==> src/phist_pkg.sv <==
// Package for the pixel intensity histogram.
// Holds the shared constants, request codes and the internal operation type.
// No dependencies.
package phist_pkg;

	// Default sizes handed to the top level parameters.
	localparam int NUM_BINS_DEF   = 256;
	localparam int COUNT_BITS_DEF = 24;

	// Fixed field widths and internal sizes.
	localparam int PIX_BITS = 8;
	localparam int NUM_CH   = 3;
	localparam int Q_DEPTH  = 4;

	// Channel slots inside an operation.
	localparam int CH_ZERO  = 0;
	localparam int CH_GREEN = 1;
	localparam int CH_RED   = 2;

	// Request codes on the input channel.
	localparam logic [1:0] REQ_CLEAR = 2'd0;
	localparam logic [1:0] REQ_COUNT = 2'd1;
	localparam logic [1:0] REQ_READ  = 2'd2;

	typedef enum logic [1:0] {
		OP_CLEAR,
		OP_COUNT,
		OP_READ
	} op_kind_t;

	typedef enum logic {
		BK_CLEAR,
		BK_RUN
	} bk_state_t;

	// One classified operation passed from the front to the back.
	typedef struct packed {
		op_kind_t                           kind;
		logic [NUM_CH-1:0]                  en;
		logic [NUM_CH-1:0][PIX_BITS-1:0]    bin;
	} op_t;

endpackage

==> src/phist_queue.sv <==
// Short operation queue between the front and the back end.
// Depends on phist_pkg for the operation type and depth.
module phist_queue (
	input  logic           clk,
	input  logic           arst_n,
	input  logic           push,
	input  phist_pkg::op_t push_op,
	output logic           full,
	output logic           valid,
	input  logic           pop,
	output phist_pkg::op_t head_op
);
	import phist_pkg::*;

	localparam int PW = $clog2(Q_DEPTH);
	localparam int CW = $clog2(Q_DEPTH + 1);

	op_t           entries_q [Q_DEPTH];
	logic [PW-1:0] wr_ptr_q, rd_ptr_q;
	logic [CW-1:0] cnt_q;

	assign full    = cnt_q == CW'(Q_DEPTH);
	assign valid   = cnt_q != '0;
	assign head_op = entries_q[rd_ptr_q];

	// Entry storage.
	always_ff @(posedge clk) begin
		if (push) begin
			entries_q[wr_ptr_q] <= push_op;
		end
	end

	// Pointers and fill count.
	always_ff @(posedge clk or negedge arst_n) begin
		if (!arst_n) begin
			wr_ptr_q <= '0;
			rd_ptr_q <= '0;
			cnt_q    <= '0;
		end else begin
			if (push) begin
				wr_ptr_q <= (wr_ptr_q == PW'(Q_DEPTH - 1)) ? '0 : wr_ptr_q + 1'b1;
			end
			if (pop) begin
				rd_ptr_q <= (rd_ptr_q == PW'(Q_DEPTH - 1)) ? '0 : rd_ptr_q + 1'b1;
			end
			if (push && !pop) begin
				cnt_q <= cnt_q + 1'b1;
			end else if (pop && !push) begin
				cnt_q <= cnt_q - 1'b1;
			end
		end
	end

endmodule

==> config.mk <==
export PLATFORM = sky130hd
export DESIGN_NAME = phist_queue
export DESIGN_NICKNAME = d
export VERILOG_FILES = /design/src/phist_pkg.sv /design/src/phist_queue.sv
export SDC_FILE = /design/constraint.sdc
export NUM_CORES = 1
export LEC_CHECK = 0
export BUFFER_PORTS_ARGS = -buffer_cell sky130_fd_sc_hd__buf_2
export CORE_ASPECT_RATIO = 1.1
export CORE_MARGIN = 2
export CORE_UTILIZATION = 63
export CTS_BUF_LIST = sky130_fd_sc_hd__clkbuf_8
export CTS_CLUSTER_SIZE = 16
export DETAILED_ROUTE_END_ITERATION = 7
export GPL_ROUTABILITY_DRIVEN = 0
export PLACE_DENSITY = 0.95
export SLEW_MARGIN = 40
export SYNTH_ARGS = -nofsm -noshare
export SYNTH_HDL_FRONTEND = slang
export SYNTH_SLANG_ARGS = --single-unit
==> constraint.sdc <==
create_clock -name clk -period 3.4 [get_ports clk]
set_input_delay 0.34 -clock clk [delete_from_list [all_inputs] [get_ports clk]]
set_output_delay 0.34 -clock clk [all_outputs]
set_load 0.1 [all_outputs]
==> results of run 1 <==
[state kept, by name, indices dropped and copies added, names as in the netlist]
register and cells:
entries_q 116, wr_ptr_q 2, cnt_q 3, rd_ptr_q 2
[cell usage after synthesis]
cell,n
sky130_fd_sc_hd__and2_1,4
sky130_fd_sc_hd__buf_2,2
sky130_fd_sc_hd__buf_6,3
sky130_fd_sc_hd__clkbuf_1,1
sky130_fd_sc_hd__dfrtp_1,7
sky130_fd_sc_hd__edfxtp_1,116
sky130_fd_sc_hd__fa_1,1
sky130_fd_sc_hd__ha_1,6
sky130_fd_sc_hd__inv_1,5
sky130_fd_sc_hd__mux2_2,3
sky130_fd_sc_hd__mux4_1,1
sky130_fd_sc_hd__mux4_2,28
sky130_fd_sc_hd__nand2_1,1
sky130_fd_sc_hd__nand3_1,1
sky130_fd_sc_hd__nor2_1,2
sky130_fd_sc_hd__nor3b_1,1
sky130_fd_sc_hd__o21ai_0,2
sky130_fd_sc_hd__or3_1,1
sky130_fd_sc_hd__xnor2_1,1
sky130_fd_sc_hd__xor2_1,2
[placed cells by master (no fill, tap or decap), types with 3 or more instances in the layout]
master and instances:
sky130_fd_sc_hd__and2_1 4, sky130_fd_sc_hd__buf_2 63, sky130_fd_sc_hd__buf_4 6, sky130_fd_sc_hd__clkbuf_8 17
sky130_fd_sc_hd__clkinv_4 3, sky130_fd_sc_hd__dfrtp_1 6, sky130_fd_sc_hd__edfxtp_1 116, sky130_fd_sc_hd__ha_1 6
sky130_fd_sc_hd__inv_1 5, sky130_fd_sc_hd__inv_6 7, sky130_fd_sc_hd__mux2_2 3, sky130_fd_sc_hd__mux4_2 28
[worst max path at each step]
| stage | cells after the start | end | slack (ns) |
|---|---|---|---|
| 5_1_grt | 3 | head_op[6] | 0.73 |
| 3_3_place_gp | 3 | head_op[5] | 1.30 |
| 4_1_cts | 3 | head_op[4] | 0.80 |
| 2_1_floorplan | 1 | full | 0.41 |
| 3_5_place_dp | 3 | head_op[5] | 1.27 |
| 6_report | 3 | head_op[12] | 0.86 |
[metal layers]
metal | up-vias | part of all wire | GRT usage
met2 | 77 | 0.52 | 0.351
met5 | - | 0 | 0
met3 | 18 | 0.061 | 0.0697
met1 | 1075 | 0.39 | 0.252
met4 | 0 | 0.026 | 0.0966
li1 | 958 | - | -
[stage by stage]
step | area (um^2) | util
finish | 5420 | 0.769
global placement | 5040 | 0.716
detailed placement | 5040 | 0.716
global route | 5420 | 0.769
CTS | 5420 | 0.769
floorplan | 4600 | -
[final cells by class]
cell class	count	area [um^2]
Clock buffer	17	234
Clock inverter	15	130
Inverter	5	18.8
Timing Repair Buffer	71	390
Tap cell	85	106
Sequential cell	123	3660
Fill cell	377	1630
Multi-Input combinational cell	54	877
[kinds of logic (layout without fill, tap and decap cells)]
logic type      after synthesis  count (layout)
flops                       123             123
mux                          32              32
buf+inv                      11             108
simple gates                 10              10
fa+ha+maj                     7               7
xor+xnor                      3               3
compound gates                2               2
[what timing repair did]
action | 4_1_cts | 5_1_grt
hold buffers | 1 | 0
endpoints found under the hold margin | 7 | 0
setup buffers | 0 | 0
==> flow_results.org, run 1 <==
** Status
- The run finished with clean final reports.

** Drt
- DRC violation count after routing :: 0
- Sum of routed wire length over all layers :: 7430 um
- Final antenna-violating net count :: 0
- The first detailed-routing pass took 6 iterations.
- The detailed router finished its first iteration with 145 violations.
- Via density per instance :: 5.75
- Dividing the detail-routed wire length by the instance count gives 20.1 um.
- Total number of vias :: 2128

** Setup path
- Largest incremental delay on the critical path :: 0.65 ns
- Critical path arrival :: 2.20 ns
- Endpoint of the lowest-slack register-to-register path :: entries_q[2][9]
- CP bufs+invs :: 2
- Minimum setup slack among reg-to-reg paths :: 1.51 ns
- WP data required :: 3.06 ns
- Startpoint-to-endpoint class of the critical path :: flop to output port
- Number of cells on the worst reg-to-reg path :: 4
- Max stage delay cell, worst path :: sky130_fd_sc_hd__dfrtp_2
- Among cell families on the critical path, the largest total delay comes from flip-flops.
- STA classifies the critical path startpoint as a flop.
- Cell breakdown of the critical path :: buf_12 > mux4_2 > buf_2
- Crit path max fanout :: 20
- Worst setup path startpoint :: rd_ptr_q[0]
- Element type at the critical path end :: output port
- Startpoint of the most critical register-to-register path :: wr_ptr_q[0]

** Worst hold path
- For hold timing, the worst endpoint is entries_q[3][4].
- Number of cells on the worst hold path :: 1
- The tightest min-delay check is of the primary input to flop type.
- Beginning of the worst hold path :: push_op[4]

** Clock network
- Clock transition at the register clock pins on the worst setup and hold paths after CTS :: 0.08 ns
- Clock tree from TritonCTS :: built
- Max Buffers Root-to-Sink :: 2
- Clock tree root driver cell :: sky130_fd_sc_hd__clkbuf_8
- Num Clock Sinks :: 123
- Number of H-tree branching levels :: 4
- After clock tree synthesis, the repair step resized 0 gates.
- Clock insertion delay at the later pin of the skew report :: 0.43 ns
- Total CTS buffers :: 17

** Floorplan
- Number of I/O pins :: 64
- In this run the standard cell core region covers 7050 um^2.
- Die Wd :: 85.5 um
- For this configuration, the core starts out at a cell density of 0.653.
- The die covers 8010 um^2.
- Row generation in the floorplan step produced 32 rows.
- Vert. Die Dim :: 93.6 um

** STA
- The final number of hold-violating endpoints was 0.
- Setup repair after global routing left no endpoint under its margin.
- In the finished design, the share of the clock period the worst path needs comes to 0.746.
- In this run the tightest slew margin relative to its limit is 0.592.
- Worst-Margin Slew :: 0.612 ns
- In the post-route analysis, the smallest setup slack over all paths is 0.862 ns.
- On the final layout, the worst clock skew is 0.00732 ns.
- Setup_tns :: 0 ns
- Max-slew violation count :: 0
- The smallest clock period supported by the final layout is computed as 2.54 ns.
- For this run, the top clock speed supported by timing is 394 MHz.
- Hold timing on the final database bottoms out at a slack of 0.120 ns.
- Final count of negative-setup-slack endpoints :: 0

** Placed design
- Quantity of I/O buffers inserted on ports :: 63
- The number of placed instances, taps included, is 337.
- Worst Setup Slack post-DPL :: 1.27 ns
- HPWL reported at the end of detailed placement :: 4700 um

** Yosys
- Area share of fa/ha/maj cells after synthesis :: 0.0207
- Proportion of netlist area held by the largest area contributor :: 0.757
- Synthesized-area fraction occupied by and/or/nand/nor cells :: 0.0120
- Count of unique library cells instantiated by Yosys :: 20
- Synthesized netlist net count :: 228
- In the post-synthesis netlist, the biggest area contributors are sky130_fd_sc_hd__edfxtp_1, sky130_fd_sc_hd__mux4_2, sky130_fd_sc_hd__dfrtp_1.
- The share of the Yosys chip area taken by registers is 0.795.
- Number of storage elements in the synthesis netlist :: 123
- Synthesized-area fraction occupied by ao, oa, aoi and oai cells :: 0.00218
- Synthesis Warnings :: 0
- sky130_fd_sc_hd__edfxtp_1 takes more of the synthesized area than any other cell.
- Synthesized cell area :: 4600 um^2
- Xor and xnor fraction of the mapped netlist area :: 0.00571
- Of the post-synthesis cell area, the part taken by muxes is 0.150.
- After technology mapping, the gate count stands at 188.
- Post-Synthesis Mean Instance Area :: 24.5 um^2
- By area, the combinational part of the netlist is dominated by multiplexers.

** Layout
- Layout Nets :: 312
- Fraction of layout instances using a drive strength above 1 :: 0.470
- Count of inserted antenna diode cells :: 0
- Final Instance Count excl. Fillers :: 370
- The area growth from synthesis to layout is 17.7%.

** GRT
- Antenna violations before repair :: 0
- Entering global routing, the biggest net connects 21 pins.
- Remaining global-route overflow :: 0
- The first global-routing pass estimated 11800 um of wire.
- Total Routing Usage GR :: 0.211
- The number of global-route vias before repair was 2339.

** Run
- Max-cap violations in this run came to 0.
Power of run 1 is left out: the tool's default activity adds up to more than one toggle a clock period on the data nets, which glitch-free logic cannot reach.
==> run 2, diff against run 1 <==
--- a/config.mk
+++ b/config.mk
@@ -5,15 +5,16 @@
 export SDC_FILE = /design/constraint.sdc
 export NUM_CORES = 1
 export LEC_CHECK = 0
+export ABC_AREA = 1
 export BUFFER_PORTS_ARGS = -buffer_cell sky130_fd_sc_hd__buf_2
 export CORE_ASPECT_RATIO = 1.1
 export CORE_MARGIN = 2
-export CORE_UTILIZATION = 63
+export CORE_UTILIZATION = 60
 export CTS_BUF_LIST = sky130_fd_sc_hd__clkbuf_8
 export CTS_CLUSTER_SIZE = 16
 export DETAILED_ROUTE_END_ITERATION = 7
 export GPL_ROUTABILITY_DRIVEN = 0
-export PLACE_DENSITY = 0.95
+export PLACE_DENSITY = 0.94
 export SLEW_MARGIN = 40
 export SYNTH_ARGS = -nofsm -noshare
 export SYNTH_HDL_FRONTEND = slang
==> constraint.sdc (replaced) <==
create_clock -name clk -period 2.5 [get_ports clk]
set_input_delay 0.25 -clock clk [delete_from_list [all_inputs] [get_ports clk]]
set_output_delay 0.25 -clock clk [all_outputs]
set_load 0.1 [all_outputs]
==> run 2 against run 1 <==
Via count grew 44%. Clock skew is 0.0017 ns lower. Area after synthesis is 12% higher. Final area up 13%. Critical path type unchanged. Global-route usage is 0.15 points higher. Register-to-register slack got worse by 0.68 ns. Hold slack got worse by 0.065 ns. Critical path depth up 2. Core utilization is 3.5 points lower. Clock-buffer cell count did not move. Non-clock buffer count rose by 8. Highest routed layer unchanged.
==> flow_results.org, run 2 <==
** Yosys
- Post-Synthesis Mean Instance Area :: 13.2 um^2 (-46%)
- Count of unique library cells instantiated by Yosys :: 22 (+10%)
- The number of synthesized register bits was 123 (unchanged).
- Most used DFF post-synth :: sky130_fd_sc_hd__edfxtp_1
- The gate count after technology mapping came to 390 (+110%).
- The area share of the leading cell type in the synthesized netlist came to 0.676 (-0.0814).
- Top-count cell post-synth :: sky130_fd_sc_hd__edfxtp_1
- Of all cell types, the one taking the most synthesized area is sky130_fd_sc_hd__edfxtp_1.
- The cell area after technology mapping was 5160 um^2 (+12%).
- The number of enable flip-flop cells after synthesis was 116 (unchanged).
- The warning count from the yosys run was 0 (unchanged).
- Commonest cells in the netlist :: sky130_fd_sc_hd__edfxtp_1, sky130_fd_sc_hd__nand2_1, sky130_fd_sc_hd__inv_1
- The share of flip-flops with an asynchronous set or reset came to 0.0569 (unchanged).
- By area the synthesized netlist is led by sky130_fd_sc_hd__edfxtp_1, sky130_fd_sc_hd__nand2_1, sky130_fd_sc_hd__o211ai_2.
- Synthesized netlist net count :: 430 (+89%)
- The post-synthesis sequential area ratio came to 0.710 (-0.0855).

** Layout
- The fraction of final layout cells with drive strength greater than 1 came to 0.284 (-0.187).
- Relative area change from synthesis to final layout :: 19.0%
- Register with the most flip-flops :: entries_q
- Commonest non-fill, non-tap cells in the layout :: sky130_fd_sc_hd__edfxtp_1, sky130_fd_sc_hd__nand2_1, sky130_fd_sc_hd__inv_1
- Leading registers by flop count :: entries_q (116), cnt_q (3)
- Count of inserted antenna diode cells :: 0 (unchanged)
- Most frequent standard cell in the layout excluding fill and tap cells :: sky130_fd_sc_hd__edfxtp_1
- Fill cell count :: 504 (+34%)
- Flip-flop count of the largest register after layout :: 116 (unchanged)
- Final Util :: 0.734 (-0.0351)
- Layout Nets :: 510 (+63%)

** Clock network
- The clock sink total came to 123 (unchanged).
- Clock tree from TritonCTS :: built
- Number of H-tree branching levels :: 4 (unchanged)
- Clock insertion delay at the later pin of the skew report :: 0.41 ns (-0.02 ns)
- Total CTS buffers :: 17 (unchanged)
- Max Buffers Root-to-Sink :: 2 (unchanged)
- The clock-pin slew of the registers on the worst-case setup and hold paths was 0.07 ns (about the same).
- Clock tree root driver cell :: sky130_fd_sc_hd__clkbuf_8

** GRT
- The overall routing resource usage is 0.212 (+0.00153).
- The initial antenna violation count is 0 (unchanged).
- Number of global-route vias before repair :: 3154 (+35%)
- The final global-route overflow total came to 0 (unchanged).
- The wire length of the first global-routing pass came to 14800 um (+26%).
- The pin count of the biggest net entering global routing came to 48 (+130%).

** Setup path
- The highest fanout seen on the critical path was 47 (+140%).
- Largest incremental delay on the critical path :: 0.44 ns (-0.21 ns)
- Startpoint-to-endpoint class of the critical path :: flop to output port
- Family with the most delay on the worst path :: buffers and inverters
- STA classifies the critical path startpoint as a flop.
- On the critical path, the stage with the largest delay is an instance of sky130_fd_sc_hd__dfrtp_1.
- CP bufs+invs :: 3 (+1)
- The worst setup path is captured at an output port.
- Critical path arrival :: 2.08 ns (-0.12 ns)
- Cell breakdown of the critical path :: inv_6 > buf_4 > o211ai_1 > nand2_1 > buf_2
- The required time of the worst setup path is 2.25 ns (-0.81 ns).

** Floorplan
- Standard-cell row count :: 35 (+9.4%)
- Starting density of the core :: 0.616 (-0.0366)
- The height of the chip is 101 um (+8.1%).
- Die Area :: 9350 um^2 (+17%)
- The core outline area came to 8360 um^2 (+19%).
- The count of pins on the block boundary is 64 (unchanged).
- The die outline width came to 92.4 um (+8.1%).

** STA
- RSZ-0062 raised after global routing :: no
- Static timing analysis puts the maximum clock frequency at 428 MHz.
- The transition at the pin with the smallest max-transition slack came to 0.493 ns (-0.119 ns).
- Subtracting the final worst setup slack from the clock period gives 2.33 ns.
- Final count of negative-setup-slack endpoints :: 0 (unchanged)
- Max-slew violation count :: 0 (unchanged)
- Clock tree skew after final layout :: 0.00560 ns (-0.00173 ns)
- Setup_tns :: 0 ns (unchanged)
- Post-route worst hold slack :: 0.0550 ns (-0.0649 ns)
- The final number of hold-violating endpoints was 0 (unchanged).
- Slew margin rel. :: 0.674 (+0.0815)
- Worst Setup Slack, final :: 0.165 ns (-0.697 ns)
- Dividing the final minimum period by the clock period gives 0.934.

** Drt
- Total number of vias :: 3063 (+44%)
- Final antenna-violating net count :: 0 (unchanged)
- The detail-routed via count per cell was 5.16 (-10%).
- Average detailed-routed wire length per instance :: 15.8 um (-21%)
- DRC violation count after routing :: 0 (unchanged)
- Sum of routed wire length over all layers :: 9410 um (+27%)
- The violation count after the first detailed-route iteration came to 174 (+20%).
- The first-pass detailed-route iteration total is 5 (-1).

** Placed design
- The setup slack after placement came to 0.534 ns (-0.737 ns).
- HPWL reported at the end of detailed placement :: 6200 um (+32%)
- Quantity of I/O buffers inserted on ports :: 63 (unchanged)

** Run
- The number of max-cap violations is 0 (unchanged).

** Status
- The run finished with clean final reports.

** Worst hold path
- Worst hold-check path type :: primary input to flop
-- run 2: cell count changes in the layout (fill, tap and decap cells not counted), moves of 4 or more --
cell,previous run,this run
sky130_fd_sc_hd__buf_4,6,12
sky130_fd_sc_hd__buf_12,1,5
sky130_fd_sc_hd__and2_1,4,0
sky130_fd_sc_hd__inv_1,5,72
sky130_fd_sc_hd__o211ai_1,0,29
sky130_fd_sc_hd__nand2_1,1,102
sky130_fd_sc_hd__bufinv_16,0,5
sky130_fd_sc_hd__inv_6,7,2
sky130_fd_sc_hd__o211ai_2,0,29
sky130_fd_sc_hd__mux4_2,28,0
-- run 2: final cells by class --
cell class                 count  area (um^2)  area share
sequential                   123         3660       0.596
timing repair buffer          79          505      0.0824
multi-input combinational    178         1120       0.183
inverter                      71          272      0.0442
clock buffer                  17          234      0.0381
clock inverter                15          206      0.0336
tap                          111          139      0.0226
-- run 2: through the flow --
step	cells	instance area, um^2
after floorplan	390	5160
after global placement	561	5680
after detailed placement	561	5680
after CTS	594	6130
after global routing	594	6140
final	594	6140
-- run 2: routing by layer --
layer / vias to the layer above / global-route usage / part of all wire
met3: 11 / 0.0484 / 0.046
met2: 79 / 0.395 / 0.55
met5: - / 0 / 0
li1: 1507 / - / -
met4: 0 / 0.0815 / 0.0084
met1: 1466 / 0.239 / 0.40
-- run 2: worst paths after layout --
check                                 start          endpoint  slack (ns)  cells past startpoint
worst min-delay path            push_op[26]  entries_q[3][26]        0.06                      1
worst max-delay path            rd_ptr_q[0]       head_op[16]        0.17                      5
worst max register to register  wr_ptr_q[0]   entries_q[2][4]        0.83                      5
min in group asynchronous            arst_n          cnt_q[2]        0.20                      2
worst min register to register     cnt_q[2]          cnt_q[2]        0.52                      2
max in group asynchronous            arst_n       wr_ptr_q[0]        2.14                      2
-- run 2: worst reg2reg max path, stage by stage (launching register included) --
cell and delay [ns]:
sky130_fd_sc_hd__dfrtp_1 0.42, sky130_fd_sc_hd__inv_1 0.10, sky130_fd_sc_hd__ha_1 0.15, sky130_fd_sc_hd__nand2_1 0.06
sky130_fd_sc_hd__inv_1 0.32, sky130_fd_sc_hd__buf_4 0.31
-- run 2: cell families after synthesis --
| kind of cell | count (synthesis) | synth area share |
|---|---|---|
| DFF | 123 | 0.710 |
| xor gates and xnor gates | 1 | 0.00170 |
| AOI/OAI and AO/OA | 63 | 0.117 |
| buffers and inverters | 89 | 0.0740 |
| and+or+nand+nor | 107 | 0.0789 |
| adders and majority gates | 7 | 0.0184 |
-- run 2: repair_timing --
| action | CTS | global route |
|---|---|---|
| setup buffers | 0 | 0 |
| endpoints found under the setup margin | 0 | 2 |
| endpoints found under the hold margin | 7 | 0 |
| resized for setup | 0 | 1 |
| hold buffers | 1 | 0 |
Power of run 2 is left out for the same reason.
