$ cat src/phist_pkg.sv
// Package for the pixel intensity histogram.
// Holds the shared constants, request codes and the internal operation type.
// No dependencies.
package phist_pkg;

	// Default sizes handed to the top level parameters.
	localparam int NUM_BINS_DEF   = 256;
	localparam int COUNT_BITS_DEF = 24;

	// Fixed field widths and internal sizes.
	localparam int PIX_BITS = 8;
	localparam int NUM_CH   = 3;
	localparam int Q_DEPTH  = 4;

	// Channel slots inside an operation.
	localparam int CH_ZERO  = 0;
	localparam int CH_GREEN = 1;
	localparam int CH_RED   = 2;

	// Request codes on the input channel.
	localparam logic [1:0] REQ_CLEAR = 2'd0;
	localparam logic [1:0] REQ_COUNT = 2'd1;
	localparam logic [1:0] REQ_READ  = 2'd2;

	typedef enum logic [1:0] {
		OP_CLEAR,
		OP_COUNT,
		OP_READ
	} op_kind_t;

	typedef enum logic {
		BK_CLEAR,
		BK_RUN
	} bk_state_t;

	// One classified operation passed from the front to the back.
	typedef struct packed {
		op_kind_t                           kind;
		logic [NUM_CH-1:0]                  en;
		logic [NUM_CH-1:0][PIX_BITS-1:0]    bin;
	} op_t;

endpackage

$ cat src/phist_if.sv
// Handshake interfaces for the histogram request and result channels.
// Depends on phist_pkg for the pixel field width.
interface phist_req_if;
	import phist_pkg::*;

	logic                valid;
	logic                ready;
	logic [1:0]          req_type;
	logic [PIX_BITS-1:0] gray_or_blue;
	logic [PIX_BITS-1:0] green;
	logic [PIX_BITS-1:0] red;
	logic [PIX_BITS-1:0] read_bin;

	modport source (output valid, req_type, gray_or_blue, green, red, read_bin, input ready);
	modport sink (input valid, req_type, gray_or_blue, green, red, read_bin, output ready);
endinterface


$ cat src/phist_front.sv
// Front end: accepts request items, holds the color mode register and
// classifies each item into an operation for the queue. Uses phist_pkg, phist_if.
module phist_front #(
	parameter int NUM_BINS = phist_pkg::NUM_BINS_DEF
) (
	input  logic             clk,
	input  logic             arst_n,
	phist_req_if.sink        request,
	input  logic             cfg_wr_en,
	input  logic             cfg_wr_data,
	input  logic             full,
	output logic             push,
	output phist_pkg::op_t   push_op
);
	import phist_pkg::*;

	logic color_mode_q;
	logic keep;
	logic ok_zero, ok_green, ok_red, ok_read;

	// Color mode register.
	always_ff @(posedge clk or negedge arst_n) begin
		if (!arst_n) begin
			color_mode_q <= 1'b0;
		end else if (cfg_wr_en) begin
			color_mode_q <= cfg_wr_data;
		end
	end

	// A value counts only if it names an existing bin.
	assign ok_zero  = 32'(request.gray_or_blue) < NUM_BINS;
	assign ok_green = 32'(request.green) < NUM_BINS;
	assign ok_red   = 32'(request.red) < NUM_BINS;
	assign ok_read  = 32'(request.read_bin) < NUM_BINS;

	// Classify the item; the unused code is accepted and dropped.
	always_comb begin
		push_op.kind          = OP_COUNT;
		push_op.en            = '0;
		push_op.bin[CH_ZERO]  = request.gray_or_blue;
		push_op.bin[CH_GREEN] = request.green;
		push_op.bin[CH_RED]   = request.red;
		keep                  = 1'b1;
		unique case (request.req_type)
			REQ_CLEAR: begin
				push_op.kind = OP_CLEAR;
			end
			REQ_COUNT: begin
				push_op.en[CH_ZERO]  = ok_zero;
				push_op.en[CH_GREEN] = color_mode_q & ok_green;
				push_op.en[CH_RED]   = color_mode_q & ok_red;
			end
			REQ_READ: begin
				push_op.kind          = OP_READ;
				push_op.en            = {NUM_CH{ok_read}};
				push_op.bin[CH_ZERO]  = request.read_bin;
				push_op.bin[CH_GREEN] = request.read_bin;
				push_op.bin[CH_RED]   = request.read_bin;
			end
			default: begin
				keep = 1'b0;
			end
		endcase
	end

	assign request.ready = !full;
	assign push          = request.valid && !full && keep;

endmodule

$ cat src/flat_wrapper.sv
// flat-port wrapper written by rule: the top's interface ports become plain ports
module phist_front_flat import phist_pkg::*;
#(
	parameter int NUM_BINS = phist_pkg::NUM_BINS_DEF
)
  (clk, arst_n, cfg_wr_en, cfg_wr_data, full, push, push_op, request_valid, request_req_type, request_gray_or_blue, request_green, request_red, request_read_bin, request_ready);
  phist_req_if request_i ();
  input  logic clk;
  input  logic arst_n;
  input  logic cfg_wr_en;
  input  logic cfg_wr_data;
  input  logic full;
  output logic push;
  output phist_pkg::op_t push_op;
  input wire logic [$bits(request_i.valid)-1:0] request_valid;
  input wire logic [$bits(request_i.req_type)-1:0] request_req_type;
  input wire logic [$bits(request_i.gray_or_blue)-1:0] request_gray_or_blue;
  input wire logic [$bits(request_i.green)-1:0] request_green;
  input wire logic [$bits(request_i.red)-1:0] request_red;
  input wire logic [$bits(request_i.read_bin)-1:0] request_read_bin;
  output wire logic [$bits(request_i.ready)-1:0] request_ready;
  assign request_i.valid = request_valid;
  assign request_i.req_type = request_req_type;
  assign request_i.gray_or_blue = request_gray_or_blue;
  assign request_i.green = request_green;
  assign request_i.red = request_red;
  assign request_i.read_bin = request_read_bin;
  assign request_ready = request_i.ready;
  phist_front #(.NUM_BINS(NUM_BINS)) u_core (.clk(clk), .arst_n(arst_n), .request(request_i), .cfg_wr_en(cfg_wr_en), .cfg_wr_data(cfg_wr_data), .full(full), .push(push), .push_op(push_op));
endmodule
$ cat config.mk
export PLATFORM = sky130hd
export DESIGN_NAME = phist_front_flat
export DESIGN_NICKNAME = d
export VERILOG_FILES = /design/src/phist_pkg.sv /design/src/phist_if.sv /design/src/phist_front.sv /design/src/flat_wrapper.sv
export SDC_FILE = /design/constraint.sdc
export NUM_CORES = 1
export LEC_CHECK = 0
export BUFFER_PORTS_ARGS = -buffer_cell sky130_fd_sc_hd__buf_2
export CORE_UTILIZATION = 27
export CTS_BUF_LIST = sky130_fd_sc_hd__clkbuf_4
export DETAILED_ROUTE_END_ITERATION = 8
export PLACE_DENSITY = 0.92
export SETUP_SLACK_MARGIN = 0.02
export SLEW_MARGIN = 20
export SYNTH_ARGS = -nofsm -noshare
export SYNTH_HDL_FRONTEND = slang
export SYNTH_SLANG_ARGS = --single-unit
$ cat constraint.sdc
create_clock -name clk -period 1 [get_ports clk]
set_input_delay 0.1 -clock clk [delete_from_list [all_inputs] [get_ports clk]]
set_output_delay 0.1 -clock clk [all_outputs]
set_load 0.05 [all_outputs]
==> results of run 1 <==
==> cells by family after synthesis <==
group           Yosys count
compound gates           25
fa+ha+maj                 5
buf+inv                  31
flops                     1
mux                       1
simple gates             11
==> cells in the mapped netlist <==
| cell | count |
|---|---|
| clkbuf_2 | 1 |
| nand2_1 | 8 |
| nor2_1 | 1 |
| nor3b_1 | 1 |
| a21oi_1 | 1 |
| buf_2 | 1 |
| mux2_2 | 1 |
| nor2b_1 | 1 |
| buf_4 | 2 |
| dfrtp_1 | 1 |
| o21ai_0 | 24 |
| inv_1 | 27 |
| ha_1 | 5 |
==> stage by stage <==
| stage | instances | worst slack (ns) |
|---|---|---|
| floorplan | 74 | -0.148 |
| global placement | 170 | -0.315 |
| detailed placement | 170 | -0.369 |
==> summary.txt, run 1 <==
Yosys
  • Post-synth top area cell: o21ai_0
  • Syn Nets: roughly 120
  • Post-synthesis simple-gate area fraction: a little under an eighth
  • Xor/xnor share of the synthesized area: 0%
  • Sequential element share of the synthesized area: 6.29%
  • Syn Inst Count: 74
  • Yosys reg bits: 1
  • Synth top area share: 30.2%
  • Synthesized area per cell: 5.38 um^2
  • Number of library cell types mapped by synthesis: 13
  • Synth Warn #: 0
  • Synth Area in Compound Gates: 31.4%
  • Synth top area cells: o21ai_0, inv_1, ha_1
  • Post-synthesis mux area share: 2.83%
  • Combinational family with the most area after synthesis: buffers and inverters
  • Cell Area, Synth: a little under 400 um^2
  • Post-Synth Adder-Cell Area: 15.7%

Place
  • PortBufs: 70
  • HPWL Detailed: slightly above 2000 um
  • Area after DPL: 1230 um^2
  • Placer Congestion: 0.638

Floorplanning
  • Rows: 13
  • Die extent in y: 40.4 um
  • Starting Density: 29.8%
  • # IOs: 71
  • Chip width: 40.4 um

Status
  • Run status: did not finish
  • Failing step: clock tree synthesis (4_1_cts)
  • Err: [ERROR DPL-0038] Utilization greater than 100%, impossible to legalize

Clock network
  • Post-CTS Setup Repair Bufs: 0
  • Post-CTS Hold Buffers: 1
  • Quantity of gates resized following cts: 85
==> run 2: changes to the inputs <==
--- a/config.mk
+++ b/config.mk
@@ -6,11 +6,10 @@
 export NUM_CORES = 1
 export LEC_CHECK = 0
 export BUFFER_PORTS_ARGS = -buffer_cell sky130_fd_sc_hd__buf_2
-export CORE_UTILIZATION = 27
-export CTS_BUF_LIST = sky130_fd_sc_hd__clkbuf_4
+export CORE_AREA = 2 2 63 65
 export DETAILED_ROUTE_END_ITERATION = 8
-export PLACE_DENSITY = 0.92
-export SETUP_SLACK_MARGIN = 0.02
+export DIE_AREA = 0 0 65 67
+export PLACE_DENSITY_LB_ADDON = 0.15
 export SLEW_MARGIN = 20
 export SYNTH_ARGS = -nofsm -noshare
 export SYNTH_HDL_FRONTEND = slang
==> run 2 against run 1 <==
Area after synthesis is the same; synthesized cell count stayed put; the flow now finishes, with violations (negative setup slack).
==> summary.txt, run 2 <==
Finish
  • Fin cells: approximately 200
  • Top reg by flops: u_core.color_mode_q
  • P&R area growth vs syn: 312%
  • Commonest non-fill, non-tap cells in the layout: buf_2, buf_6, inv_1
  • Number of fill cells: 339
  • Most frequent standard cell in the layout excluding fill and tap cells: buf_2
  • Max reg flops: 1
  • Nets@finish: 200
  • Largest regs: u_core.color_mode_q: 1 flops
  • Layout cells sized above 1: about four fifths
  • # diodes: 0
  • Post-layout instance area: approximately 1600 um^2

Yosys
  • Sequential element share of the synthesized area: 6.29% (unchanged)
  • Syn Inst Count: 74 (unchanged)
  • Yosys reg bits: 1 (unchanged)
  • Post-synth EDFFs: 0 (unchanged)
  • Number of library cell types mapped by synthesis: 13 (unchanged)
  • Synth Warn #: 0 (unchanged)
  • Count leader, synth: inv_1
  • Syn Nets: 119 (unchanged)
  • Synth top area share: 30.2% (unchanged)
  • Synth top area cells: o21ai_0, inv_1, ha_1
  • Primary FF master, synth: dfrtp_1
  • Post-synth ARST share: 100% (unchanged)
  • Cell Area, Synth: 398 um^2 (unchanged)
  • Post-synth top area cell: o21ai_0
  • Synthesized area per cell: 5.38 um^2 (unchanged)
  • Top cells by count, synth: inv_1, o21ai_0, nand2_1, ha_1, buf_4

Pwr
  • VDD IR max: roughly 270 uV
  • Power Density: ~700 nW/um^2
  • Pint: 502 uW
  • Sw Share: 56.4%
  • Clock Power Share: 0%
  • Pleak: between 0.8 and 0.9 nW
  • Sequential Power Share: roughly 4.4%
  • Net Sw Power: ~650 uW
  • Combinational Power Share: between 90 and 100%
  • Pwr Total: between 1 and 1.5 mW

Timing
  • RSZ-0062 raised after global routing: yes
  • Part of the cycle the worst path needs: 110%
  • Clock Skew: 0 ns
  • Max_slew headroom: 83.3%
  • Setup violators final: 26
  • Fin. Hold Viols: 0
  • Min Tclk post-route: 1.10 ns
  • FMAX: ~910 MHz
  • Slack of the critical path: -0.0995 ns
  • Slew Viols, Final: 0
  • Worst Tran Pin Value: 0.252 ns
  • Hold_ws: 0.337 ns

Worst hold path
  • Hold endpoint: u_core.color_mode_q
  • HP Class: input pin to register
  • Worst Min Path Start: cfg_wr_data
  • Hold Path Stages: 2

Floorplanning
  • Core outline area: 3610 um^2
  • # IOs: 71 (unchanged)
  • Chip width: 65 um (+61%)
  • Die Area: 4360 um^2
  • Die extent in y: 67 um (+66%)
  • Starting Density: 11.0% (-19 points)
  • Rows: 22 (+9)

Critical path
  • CP cell instances: buf_12, inv_12, ha_4, buf_12, clkbuf_16, o21ai_4, buf_6
  • Worst path required time: 0.90 ns
  • Critical path endpoint category: primary output
  • Arr. time, crit path: 1.00 ns
  • R2r worst-path depth: 1
  • Cell repeated most along the worst path: buf_12
  • Startpoint Class: input pin
  • CP max stage delay: ~0.19 ns
  • Crit Path Class: input pin to primary output
  • R2r setup slk: 0.21 ns
  • Cell class contributing the biggest share of worst-path delay: buffers and inverters
  • Worst r2r src: u_core.color_mode_q
  • Bufs and invs on worst path: 5
  • Critical R2R Capture: u_core.color_mode_q
  • CP max-delay cell: ha_4
  • CP max FO: 5

Job
  • Max Cap Viol: 0

GRT
  • GR Overflow Total: 0
  • Number of global-route vias before repair: 746
  • Initial antenna violation count: 0
  • Largest net degree at the start of global routing: 10
  • First-pass GRT wire length: approximately 3000 um
  • Gr usage total: 8.21%

Clock network
  • Reg clk slew, reported paths: 0 ns
  • Clock Latency Late Sink: 0 ns

Route
  • WL/cell: 10.1 um
  • Total wire length: 2020 um
  • Initial DRC Count: 2
  • Via count: 764
  • Drt first pass iters: 2
  • Routed Antenna Nets: 0
  • Vias per inst: ~3.8
  • DRC viols: 0

Status
  • Run status: finished, violations left
  • Failing checks: negative setup slack

Place
  • Placer Congestion: 0.661 (+3.6%)
  • HPWL Detailed: 1650 um (-19%)
  • Area after DPL: 1230 um^2 (+0.30%)
  • Pre-CTS setup slack: -0.417 ns (-0.0476 ns)
  • PortBufs: 70 (unchanged)
  • Placed cell count: 198 (+16%)
run 2: what timing repair did:
item / in CTS / in global routing
setup endpoints to repair: 29 / 27
pin swaps: 2 / 2
setup buffers: 0 / 0
hold buffers: 1 / 0
gates cloned: 0 / 2
hold endpoints to repair: 1 / 0
gates resized for setup: 79 / 11
run 2: how the worst max path moves through the flow:
stage / cells past startpoint / endpoint / slack [ns] / start
final: 7 / push_op[7] / -0.1 / request_req_type[0]
after global routing: 7 / push_op[11] / -0.13 / request_req_type[0]
after CTS: 7 / push_op[3] / -0.11 / request_req_type[0]
after detailed placement: 7 / push_op[13] / -0.42 / request_req_type[0]
after global placement: 7 / push_op[5] / -0.39 / request_req_type[0]
after floorplan: 4 / push_op[26] / -0.15 / request_req_type[0]
run 2: cell families (layout without fill, tap and decap cells):
| group | after synthesis | after routing | synth area share [%] |
|---|---|---|---|
| DFF | 1 | 1 | 6.29 |
| muxes | 1 | 1 | 2.83 |
| buffers and inverters | 31 | 110 | 31.8 |
| adders and majority gates | 5 | 5 | 15.7 |
| and+or+nand+nor | 11 | 11 | 12.0 |
| AOI/OAI and AO/OA | 25 | 25 | 31.4 |
run 2: power by group through the flow:
stage	sequential [mW]	clock [mW]	combinational, mW
after detailed placement	0.0486	0	0.878
after global placement	0.0482	0	0.870
after global routing	0.0509	0	1.15
final	0.0502	0	1.10
after floorplan	0.0467	0	0.654
after CTS	0.0507	0	1.06
run 2: final cells by class:
class	instances	area, um^2	area share (%)
timing repair buffer	83	748	45.7
multi-input combinational	42	686	41.9
inverter	27	119	7.26
tap	48	60.1	3.67
sequential	1	25.0	1.53
run 2: metal layers:
| layer | share of wire [%] | vias up | global-route usage, % |
|---|---|---|---|
| met2 | 57 | 46 | 18.3 |
| met1 | 34 | 337 | 8.72 |
| met4 | 0 | 0 | 0 |
| met5 | 0 | - | 0 |
| met3 | 8.3 | 0 | 0.338 |
| li1 | - | 381 | - |
run 2: stage by stage:
stage / utilization [%] / TNS [ns]
2_1_floorplan: - / -1.87
3_3_place_gp: 34.2 / -8.56
3_5_place_dp: 34.2 / -9.13
5_1_grt: 45.4 / -2.58
4_1_cts: 42.3 / -1.74
6_report: 45.4 / -1.74
(Power assumes the default switching activity.)
==> run 3: changes to the inputs <==
--- a/config.mk
+++ b/config.mk
@@ -10,7 +10,9 @@
 export DETAILED_ROUTE_END_ITERATION = 8
 export DIE_AREA = 0 0 65 67
 export PLACE_DENSITY_LB_ADDON = 0.15
+export RECOVER_POWER = 100
 export SLEW_MARGIN = 20
 export SYNTH_ARGS = -nofsm -noshare
 export SYNTH_HDL_FRONTEND = slang
 export SYNTH_SLANG_ARGS = --single-unit
+export TNS_END_PERCENT = 30
==> run 3 against run 2 <==
The flow still finishes with violations (negative setup slack); combinational power shrank 8%; global-route usage about the same; worst setup slack improved by 0.0045 ns; core utilization shrank 5.1 points; wire length shrank 5.4%; sequential share of layout area is 0.19 points higher; cell count is the same; total power shrank 7.8%; sequential power shrank 4.4%.
==> summary.txt, run 3 (synthesis gave the netlist of run 2 again) <==
Timing
  • Worst Tran Pin Value: 0.589 ns (+0.337 ns)
  • Setup violators final: 25 (-3.8%)
  • Part of the cycle the worst path needs: 110% (-0.45 points)
  • Min Tclk post-route: 1.10 ns (-0.00449 ns)
  • Fin. Hold Viols: 0 (unchanged)
  • Max_slew headroom: 60.9% (-22 points)
  • FMAX: 913 MHz (+0.41%)
  • Slack of the critical path: -0.0950 ns (+0.00449 ns)
  • Clock Skew: 0 ns (unchanged)
  • RSZ-0062 raised after global routing: yes
  • Hold_ws: 0.343 ns (+0.00530 ns)
  • Setup TNS after final layout: -0.990 ns (+0.754 ns)
  • Slew Viols, Final: 0 (unchanged)

Pwr
  • Clock Power Share: 0% (unchanged)
  • Pint: 449 uW (-10%)
  • Combinational Power Share: 95.5% (about the same)
  • Pwr Total: 1.06 mW (-7.8%)
  • VDD IR max: 429 uV (+59%)
  • Net Sw Power: 610 uW (-5.8%)
  • Pleak: 0.773 nW (-4.1%)
  • Sw Share: 57.6% (+1.2 points)
  • Sequential Power Share: 4.5% (about the same)
  • Power Density: 729 nW/um^2 (+3.8%)

Job
  • Max Cap Viol: 0 (unchanged)

Critical path
  • Worst path required time: 0.90 ns (about the same)
  • CP max FO: 8 (+3)
  • Startpoint Class: input pin
  • Arr. time, crit path: 1.00 ns (about the same)
  • Crit. Startpoint: request_req_type[0]
  • Worst r2r src: u_core.color_mode_q
  • Critical path endpoint category: primary output
  • Crit Path Class: input pin to primary output

Route
  • Routed Antenna Nets: 0 (unchanged)
  • Via count: 762 (-0.26%)
  • WL/cell: 9.52 um (-5.4%)
  • Vias per inst: 3.79 (-0.26%)
  • Initial DRC Count: 3 (+1)
  • Total wire length: 1910 um (-5.4%)
  • Drt first pass iters: 2 (unchanged)
  • DRC viols: 0 (unchanged)

Finish
  • P&R area growth vs syn: 265%
  • FF+latch area: 25.0 um^2 (unchanged)
  • Most frequent standard cell in the layout excluding fill and tap cells: buf_2
  • Layout cells sized above 1: 80.4% (-1.3 points)
  • # diodes: 0 (unchanged)
  • Post-layout util: 40.3% (-5.1 points)
  • Nets@finish: 200 (unchanged)
  • Area of the multi-input gates: 581 um^2 (-15%)
  • Top reg by flops: u_core.color_mode_q
  • Number of fill cells: 382 (+13%)
  • Largest regs: u_core.color_mode_q: 1 flops
  • Commonest non-fill, non-tap cells in the layout: buf_2, buf_6, inv_1
  • Fin cells: 201 (unchanged)
  • Max reg flops: 1 (unchanged)
  • Post-layout instance area: 1450 um^2 (-11%)

Floorplanning
  • Rows: 22 (unchanged)
  • # IOs: 71 (unchanged)
  • Chip width: 65 um (unchanged)
  • Die Area: 4360 um^2 (unchanged)
  • Core outline area: 3610 um^2 (unchanged)
  • Die extent in y: 67 um (unchanged)
  • Starting Density: 11.0% (unchanged)

Place
  • Area after DPL: 1130 um^2 (-8.6%)
  • PortBufs: 70 (unchanged)
  • Placer Congestion: 0.608 (-7.9%)
  • Pre-CTS setup slack: -0.418 ns (-0.000572 ns)
  • HPWL Detailed: 1620 um (-1.7%)
  • Placed cell count: 196 (-1.0%)

GRT
  • First-pass GRT wire length: 2970 um (+0.20%)
  • GR Overflow Total: 0 (unchanged)
  • Largest net degree at the start of global routing: 10 (unchanged)
  • Initial antenna violation count: 0 (unchanged)
  • Number of global-route vias before repair: 719 (-3.6%)
  • Gr usage total: 8.24% (+0.036 points)

Clock network
  • Reg clk slew, reported paths: 0 ns (unchanged)
  • Clock Latency Late Sink: 0 ns (unchanged)

Status
  • Failing checks: negative setup slack
  • Run status: finished, violations left

Worst hold path
  • Worst Min Path Start: cfg_wr_data
  • HP Class: input pin to register
-- run 3: cell type report --
cell class / count / share of cell area, %
inverters: 27 / 8.18
flip-flops and latches: 1 / 1.72
multi-input cells: 42 / 39.9
repair buffers: 83 / 46.0
well taps: 48 / 4.13
-- run 3: what timing repair did --
action,in CTS,in global routing
hold buffers,1,0
buffers inserted,3,1
hold endpoints to repair,1,0
pin swaps,4,0
gates cloned,0,0
setup endpoints to repair,29,28
resized for setup,78,7
-- run 3: path summary, 6_finish.rpt --
path / endpoint / cells after the start / slack (ns)
max reg2reg: u_core.color_mode_q / 1 / 0.24
max: push_op[2] / 7 / -0.1
min reg2reg: u_core.color_mode_q / 1 / 0.53
min in group asynchronous: u_core.color_mode_q / 2 / 0.41
max in group asynchronous: u_core.color_mode_q / 2 / 0.50
min: u_core.color_mode_q / 2 / 0.34
-- run 3: per-layer routing --
metal,vias up,global-route usage (%),share of wire [%]
li1,379,-,-
met2,42,18.6,59
met5,-,0,0
met4,0,0,0
met1,341,8.52,32
met3,0,0.507,9.3
-- run 3: power by group through the flow --
stage                     clock network [mW]  logic, mW  registers, mW
after global routing                       0       1.06         0.0483
after global placement                     0      0.814         0.0472
final                                      0       1.01         0.0480
after CTS                                  0       1.00         0.0482
after detailed placement                   0      0.824         0.0474
after floorplan                            0      0.626         0.0467
-- run 3: critical path, stage by stage --
cell and delay, ns:
buf_12 0.09, inv_12 0.03, ha_4 0.19, buf_12 0.16, buf_6 0.13, o21ai_2 0.12, buf_6 0.17
==> run 4: changes to the inputs <==
--- a/config.mk
+++ b/config.mk
@@ -9,10 +9,11 @@
 export CORE_AREA = 2 2 63 65
 export DETAILED_ROUTE_END_ITERATION = 8
 export DIE_AREA = 0 0 65 67
+export GPL_TIMING_DRIVEN = 1
 export PLACE_DENSITY_LB_ADDON = 0.15
 export RECOVER_POWER = 100
 export SLEW_MARGIN = 20
 export SYNTH_ARGS = -nofsm -noshare
 export SYNTH_HDL_FRONTEND = slang
 export SYNTH_SLANG_ARGS = --single-unit
-export TNS_END_PERCENT = 30
+export TNS_END_PERCENT = 100
==> run 4 against run 3 <==
The flow still finishes with violations (negative setup slack); core utilization rose by 5.1 points; combinational power up 9%; highest routed layer unchanged; first-iteration DRC count shrank 33%; clock skew did not move; final area grew 13%.
==> summary.txt, run 4 (synthesis gave the netlist of run 2 again) <==
Critical path
  • Critical path endpoint category: primary output
  • CP max-delay cell: ha_4
  • Startpoint Class: input pin
  • Arr. time, crit path: 1.00 ns (about the same)
  • CP max FO: 5 (-3)
  • Cell repeated most along the worst path: buf_12
  • CP max stage delay: 0.19 ns (about the same)
  • Crit Path Class: input pin to primary output
  • Worst path required time: 0.90 ns (about the same)
  • CP cell instances: buf_12, inv_12, ha_4, buf_12, clkbuf_16, o21ai_4, buf_6

Floorplanning
  • # IOs: 71 (unchanged)
  • Core outline area: 3610 um^2 (unchanged)
  • Chip width: 65 um (unchanged)
  • Rows: 22 (unchanged)
  • Starting Density: 11.0% (unchanged)
  • Die extent in y: 67 um (unchanged)
  • Die Area: 4360 um^2 (unchanged)

Timing
  • Worst Tran Pin Value: 0.591 ns (+0.00195 ns)
  • Slew Viols, Final: 0 (unchanged)
  • Setup violators final: 26 (+4.0%)
  • Slack of the critical path: -0.0995 ns (-0.00446 ns)
  • FMAX: 910 MHz (-0.41%)
  • Fin. Hold Viols: 0 (unchanged)
  • Part of the cycle the worst path needs: 110% (+0.45 points)
  • Clock Skew: 0 ns (unchanged)
  • Max_slew headroom: 60.8% (-0.13 points)
  • RSZ-0062 raised after global routing: yes
  • Hold_ws: 0.337 ns (-0.00530 ns)
  • Min Tclk post-route: 1.10 ns (+0.00446 ns)

GRT
  • First-pass GRT wire length: 2970 um (-0.20%)
  • GR Overflow Total: 0 (unchanged)
  • Largest net degree at the start of global routing: 10 (unchanged)
  • Gr usage total: 8.21% (-0.036 points)
  • Initial antenna violation count: 0 (unchanged)
  • Number of global-route vias before repair: 746 (+3.8%)

Clock network
  • Clock Latency Late Sink: 0 ns (unchanged)
  • Post-CTS Setup Repair Bufs: 0 (-3)
  • Reg clk slew, reported paths: 0 ns (unchanged)

Finish
  • Fin cells: 201 (unchanged)
  • P&R area growth vs syn: 311%
  • # diodes: 0 (unchanged)
  • Post-layout util: 45.4% (+5.1 points)
  • Post-layout instance area: 1640 um^2 (+13%)
  • Max reg flops: 1 (unchanged)
  • Top reg by flops: u_core.color_mode_q
  • Most frequent standard cell in the layout excluding fill and tap cells: buf_2
  • Nets@finish: 200 (unchanged)
  • Layout cells sized above 1: 81.0% (+0.65 points)
  • Commonest non-fill, non-tap cells in the layout: buf_2, buf_6, inv_1
  • Largest regs: u_core.color_mode_q: 1 flops

Route
  • DRC viols: 0 (unchanged)
  • Total wire length: 2030 um (+5.8%)
  • Via count: 764 (+0.26%)
  • Routed Antenna Nets: 0 (unchanged)
  • WL/cell: 10.1 um (+5.8%)
  • Drt first pass iters: 2 (unchanged)
  • Vias per inst: 3.80 (+0.26%)
  • Initial DRC Count: 2 (-1)

Pwr
  • Power Density: 702 nW/um^2 (-3.7%)
  • VDD IR max: 270 uV (-37%)
  • Pleak: 0.803 nW (+3.8%)

Status
  • Failing checks: negative setup slack
  • Run status: finished, violations left

Place
  • Placer Congestion: 0.661 (+8.6%)
  • Placed cell count: 198 (+1.0%)
  • PortBufs: 70 (unchanged)
  • HPWL Detailed: 1650 um (+1.7%)
  • Area after DPL: 1230 um^2 (+9.4%)

Worst hold path
  • HP Class: input pin to register

Job
  • Max Cap Viol: 0 (unchanged)
==> run 4: through the flow <==
step / setup slack [ns] / power, mW / TNS, ns
final: -0.0995 / 1.15 / -1.74
after global routing: -0.125 / 1.20 / -2.58
after CTS: -0.111 / 1.11 / -1.74
after detailed placement: -0.417 / 0.926 / -9.13
after global placement: -0.387 / 0.918 / -8.56
after floorplan: -0.148 / 0.701 / -1.87
==> run 4: what timing repair did <==
action,4_1_cts,5_1_grt
hold buffers,1,0
pin swaps,2,2
resized for setup,79,11
endpoints found under the hold margin,1,0
cloned,0,2
endpoints found under the setup margin,29,27
==> run 4: layer usage <==
metal / GRT usage, % / wire length [um]
met1: 8.72 / 692
met2: 18.3 / 1160
met3: 0.338 / 169
met4: 0 / 0
met5: 0 / 0
==> run 4: worst max-delay path: cells and delay by family <==
kind	cells	cell delay (ns)
buffers and inverters	5	0.58
AO/OA/AOI/OAI	1	0.12
adder cells (fa/ha/maj)	1	0.19
==> run 4: final cells by class <==
class / instances / area [um^2]
multi-input combinational: 42 / 686
fill: 340 / 1970
tap: 48 / 60.1
sequential: 1 / 25.0
timing repair buffer: 83 / 747
inverter: 27 / 119
==> run 4: path summary, 6_finish.rpt <==
check	depth (start not counted)	from	to	slack, ns
worst max-delay path	7	request_req_type[0]	push_op[7]	-0.1
worst min-delay path	2	cfg_wr_data	u_core.color_mode_q	0.34
worst max register to register	1	u_core.color_mode_q	u_core.color_mode_q	0.21
worst min register to register	1	u_core.color_mode_q	u_core.color_mode_q	0.58
max in group asynchronous	2	arst_n	u_core.color_mode_q	0.50
min in group asynchronous	2	arst_n	u_core.color_mode_q	0.41
==> run 4: power breakdown <==
group / internal [mW] / leakage, nW / switching, mW
combinational: 0.456 / 0.791 / 0.643
clock: 0 / 0 / 0
sequential: 0.0453 / 0.0117 / 0.00484
